**config.mk**
```make
export PLATFORM = sky130hd
export DESIGN_NAME = tksp_cell
export DESIGN_NICKNAME = d
export VERILOG_FILES = /design/src/hw/rtl/tksp_pkg.sv /design/src/hw/rtl/tksp_cell.sv
export SDC_FILE = /design/constraint.sdc
export NUM_CORES = 1
export LEC_CHECK = 0
export BUFFER_PORTS_ARGS = -buffer_cell sky130_fd_sc_hd__buf_2
export CAP_MARGIN = 15
export CORE_MARGIN = 2
export CORE_UTILIZATION = 49
export CTS_CLUSTER_DIAMETER = 200
export DETAILED_ROUTE_END_ITERATION = 16
export PLACE_DENSITY = 0.88
export SKIP_LAST_GASP = 1
export SLEW_MARGIN = 20
export SYNTH_ARGS = -nofsm -noshare
export SYNTH_HDL_FRONTEND = slang
export SYNTH_SLANG_ARGS = --single-unit
```
**constraint.sdc**
```tcl
create_clock -name aclk -period 11.7 [get_ports aclk]
set_clock_uncertainty 0.15 [all_clocks]
set_input_delay 2.34 -clock aclk [delete_from_list [all_inputs] [get_ports aclk]]
set_output_delay 2.34 -clock aclk [all_outputs]
set_load 0.02 [all_outputs]
```
**src/hw/rtl/tksp_pkg.sv**
```systemverilog
`timescale 1ns / 1ps
package tksp_pkg;
    localparam int SCORE_W = 32;
    localparam int LIMIT_W = 5;
    localparam logic signed [SCORE_W-1:0] PLUS_INF = 32'sh7FFF_FFFF;

    // configuration register indexes
    localparam logic REG_KEEP   = 1'b0;
    localparam logic REG_MARGIN = 1'b1;

    typedef enum logic [0:0] {
        OP_OFFER  = 1'b0,
        OP_FINISH = 1'b1
    } op_t;

    typedef enum logic [2:0] {
        ST_IDLE,
        ST_INSERT,
        ST_PRUNE,
        ST_CUT,
        ST_EMIT,
        ST_EMPTY
    } state_t;

    // per-cycle command broadcast to every cell
    typedef struct packed {
        logic                      ins;
        logic                      shift;
        logic                      clear;
        logic                      trunc;
        logic signed [SCORE_W-1:0] cut;
        logic                      do_cut;
    } cell_cmd_t;
endpackage

```
**src/hw/rtl/tksp_cell.sv**
```systemverilog
`timescale 1ns / 1ps
// One slot of the sorted list. Slot 0 is best. Entries stay sorted by score
// descending, earlier arrival first on ties (a new entry goes after equals).
module tksp_cell
    import tksp_pkg::*;
#(
    parameter int TAG_BITS = 16,
    parameter int IDX_W    = 6
) (
    input  logic                      aclk,
    input  logic                      aresetn,
    input  cell_cmd_t                 cmd,
    input  logic [IDX_W-1:0]          my_idx,
    input  logic [IDX_W-1:0]          keep_n,
    input  logic signed [SCORE_W-1:0] new_score,
    input  logic [TAG_BITS-1:0]       new_tag,
    input  logic                      up_valid,
    input  logic                      up_goes_after,
    input  logic signed [SCORE_W-1:0] up_score,
    input  logic [TAG_BITS-1:0]       up_tag,
    input  logic                      dn_valid,
    input  logic signed [SCORE_W-1:0] dn_score,
    input  logic [TAG_BITS-1:0]       dn_tag,
    output logic                      valid,
    output logic                      goes_after,
    output logic signed [SCORE_W-1:0] score,
    output logic [TAG_BITS-1:0]       tag
);
    logic                      valid_reg, valid_next;
    logic signed [SCORE_W-1:0] score_reg, score_next;
    logic [TAG_BITS-1:0]       tag_reg, tag_next;

    // new item lands after this slot
    assign goes_after = valid_reg && (score_reg >= new_score);

    always_comb begin
        valid_next = valid_reg;
        score_next = score_reg;
        tag_next   = tag_reg;
        if (cmd.clear) begin
            valid_next = 1'b0;
        end else if (cmd.ins) begin
            if (!goes_after) begin
                if (up_goes_after || my_idx == '0) begin
                    valid_next = 1'b1;
                    score_next = new_score;
                    tag_next   = new_tag;
                end else begin
                    valid_next = up_valid;
                    score_next = up_score;
                    tag_next   = up_tag;
                end
            end
        end else if (cmd.trunc) begin
            if (my_idx >= keep_n) valid_next = 1'b0;
        end else if (cmd.do_cut) begin
            if (valid_reg && score_reg < cmd.cut) valid_next = 1'b0;
        end else if (cmd.shift) begin
            valid_next = dn_valid;
            score_next = dn_score;
            tag_next   = dn_tag;
        end
    end

    always_ff @(posedge aclk) begin
        if (!aresetn) valid_reg <= 1'b0;
        else          valid_reg <= valid_next;
        score_reg <= score_next;
        tag_reg   <= tag_next;
    end

    assign valid = valid_reg;
    assign score = score_reg;
    assign tag   = tag_reg;
endmodule

```
==> parameters.txt <==
Parameter                              Value

STA
  Timing-limited maximum frequency ... 138 MHz
  Remaining max-slew budget at the tightest pin ... 32.5%
  Final-layout worst hold slack ... approximately 0.47 ns
  Pins Over Slew Limit ... 0
  Final setup vio count ... 0
  Minimum clock period after layout ... 7.24 ns
  Total Negative Setup Slacks ... 0 ns
  Tcrit/Tclk final ... 61.9%
  Setup WS post-layout ... between 4 and 5 ns
  Actual slew at the worst max-slew pin ... slightly above 1 ns
  RSZ-0062 raised after global routing ... false
  Endpoints failing hold ... 0

Finish
  Utilization after layout ... 66.6%
  Most frequent cells in the layout ... 246 x buf_2, 99 x a21oi_1, 90 x nor2_1
  Fraction of layout instances using a drive strength above 1 ... 35.1%
  Final net count ... 1010
  Count of inserted antenna diode cells ... 0
  Number of flip-flops under the largest register name ... 32
  Layout-stage area growth over the synthesis result ... 33.7%
  Fin cells ... 852
  Commonest non-fill, non-tap cell in the layout ... buf_2
  Final instance area ... 0.00575 sq mm

Synthesis
  Flip-flop and latch count after synthesis ... 49
  Post-Syn Nets ... 773
  Average instance area after synthesis ... between 8 and 9 sq um
  Ys async rst share ... 0%
  Post-synthesis cell count ... about 510
  Most frequently used flop master after synthesis ... edfxtp_1
  Area of the mapped netlist ... 0.00430 sq mm
  Count of different cell masters after synthesis ... 47
  Library cell with the largest summed area after synthesis ... edfxtp_1
  Leading cell types by total area after synthesis ... edfxtp_1 34%, ha_1 20%, a21oi_1 12%
  Fraction of post-synthesis cell area in the top cell type by area ... 33.5%
  Number of warnings printed during yosys synthesis ... 0
  Sequential element share of the synthesized area ... 34.0%
  Number of enable flip-flop cells after synthesis ... 48

Die
  Y dimension of the die ... 97.7 um
  IO Count ... 248
  Area inside the core boundary ... 0.00864 sq mm
  Starting Density ... 49.8%
  Standard-cell row count ... 34
  Die width ... 97.7 um
  Total Die Area ... ~0.0095 sq mm

Worst setup path
  List of cells traversed by the critical path ... buf_2 -> inv_1 -> ha_1 -> a21oi_1 -> o21a_1 -> a2bb2oi_1 -> or3b_1 -> a2111oi_2 -> xnor2_1 -> nand2_1 -> and2_1 -> buf_2
  Arrival time at the worst endpoint ... roughly 4.8 ns
  Worst path most repeated cell ... buf_2
  R2r endpoint ... score[25]$_DFFE_PP_
  Reg2Reg Launch Point ... score[11]$_DFFE_PP_
  Required time of the critical path ... 9.21 ns
  Flop-to-flop setup slack ... 7.90 ns
  Critical path launch point type ... primary input
  Crit path max-delay cell type ... or3b_1
  Number of cells on the worst reg-to-reg path ... 10
  Worst Setup End Kind ... output port
  Worst setup path class ... in -> out
  Stage delay of the slowest cell on the critical path ... 0.41 ns
  Maximum net fanout on the critical path ... 3

GRT
  Grt total ovfl ... 0
  Number of antenna violations at the first check in global routing ... 0
  Overall track demand over capacity in global routing ... 25.9%
  Maximum number of pins on one net before global-route repair ... 105
  Vias in the first global route ... 4619
  Global-route wire length before repair ... 20200 um

Clock network
  Number of CTS-inserted buffers ... 5
  Clock slew seen by the registers of the worst setup and hold paths ... 0.09 ns
  TritonCTS clock tree ... done
  Post-CTS Setup Repair Bufs ... 0
  Root Driver ... clkbuf_8
  Worst skew pair latency ... just under 0.3 ns
  Post_cts resized ... 0
  Hold-fix buffer count after cts ... 0
  Sinks on the clock net ... just under 50
  Maximum number of buffers from clock root to sink ... 2
  Total number of H-tree levels ... 2

Min path
  Launch instance of the worst min-delay path ... valid$_SDFFE_PP0P_
  Hold Path Class ... reg -> reg
  Min-Delay Path Depth ... 2
  Endpoint of the worst hold path ... valid$_SDFFE_PP0P_

Placed design
  Minimum setup slack after placement ... 4.44 ns
  Placed cell count ... 844
  Buffers added on ports ... 247
  Cell area reported after detailed placement ... 0.00564 sq mm
  HPWL after DPL ... 10600 um
  Routability-driven placement congestion ratio ... 0.898

Power
  Static leakage ... slightly above 3 nW
  Pwr Total ... 0.497 mW
  Max IR drop VDD ... 0.0517 mV
  Power density over the cells ... 86.4 mW/mm^2

Run
  Max_cap viols ... 0

Routing
  Mean routed wirelength per cell ... 14.8 um
  Post-DRT Antenna Nets ... 0
  Mean number of vias per cell ... 5.38
  Routed via count ... 4581
  Starting DRT DRC Count ... 143
  Router iterations before antenna repair ... 7
  Final Routed Wirelength ... approximately 13000 um
  Post-route DRC ... 0

Run status
  Run status ... complete, no violations
-- cells in the mapped netlist, types with 3 or more instances --
cell type	number
o21ai_1	3
a211oi_1	6
nand2_1	11
a21oi_1	100
mux2i_1	18
nor2b_1	5
inv_1	71
and4_1	4
nand4_1	9
o21ai_0	6
ha_1	69
nand3_1	3
nor2_1	90
nor3_1	3
clkbuf_1	18
a21o_1	5
edfxtp_1	48
-- critical path, delay by kind of cell --
family	cells	cell delay (ns)
fa+ha+maj	1	0.32
xor+xnor	1	0.19
buf+inv	3	0.28
simple gates	3	0.73
compound gates	4	0.89
-- layer usage --
metal  up-vias  global-route usage (%)  routed length [um]
met4         0                    12.2                 483
met3        46                    5.32                 776
met1      2064                    28.8                4830
met5         -                       0                   0
met2       201                    46.9                6530
li1       2270                       -                   -
-- area by class of cell --
type	instances	area [sq um]
Fill cell	723	2890
Multi-Input combinational cell	367	2520
Sequential cell	49	1460
Timing Repair Buffer	249	1250
Inverter	71	267
Tap cell	108	135
Clock buffer	5	68.8
Clock inverter	3	41.3
-- where the power goes --
group | switching, mW | internal [mW] | total [mW]
combinational | 0.0887 | 0.0722 | 0.161
sequential | 0.00749 | 0.207 | 0.215
clock | 0.0579 | 0.0630 | 0.121
total | 0.154 | 0.343 | 0.497
-- cells by family after synthesis --
family,Yosys count,share of synthesized area [%]
AOI/OAI and AO/OA,141,18.9
and+or+nand+nor,137,14.3
buffers and inverters,90,8.03
adders and majority gates,69,20.1
DFF,49,34.0
muxes,19,4.45
xor gates and xnor gates,1,0.204
-- how the worst max path moves through the flow --
stage / slack [ns] / to / start / depth (start not counted)
6_report: 4.46 / goes_after / new_score[11] / 12
5_1_grt: 4.24 / goes_after / new_score[11] / 12
4_1_cts: 4.43 / goes_after / new_score[11] / 12
3_5_place_dp: 4.44 / goes_after / new_score[11] / 12
3_3_place_gp: 4.54 / goes_after / new_score[13] / 12
2_1_floorplan: 3.16 / score[0]$_DFFE_PP_ / new_score[13] / 10
No activity file was read; power rests on OpenSTA's default activity.
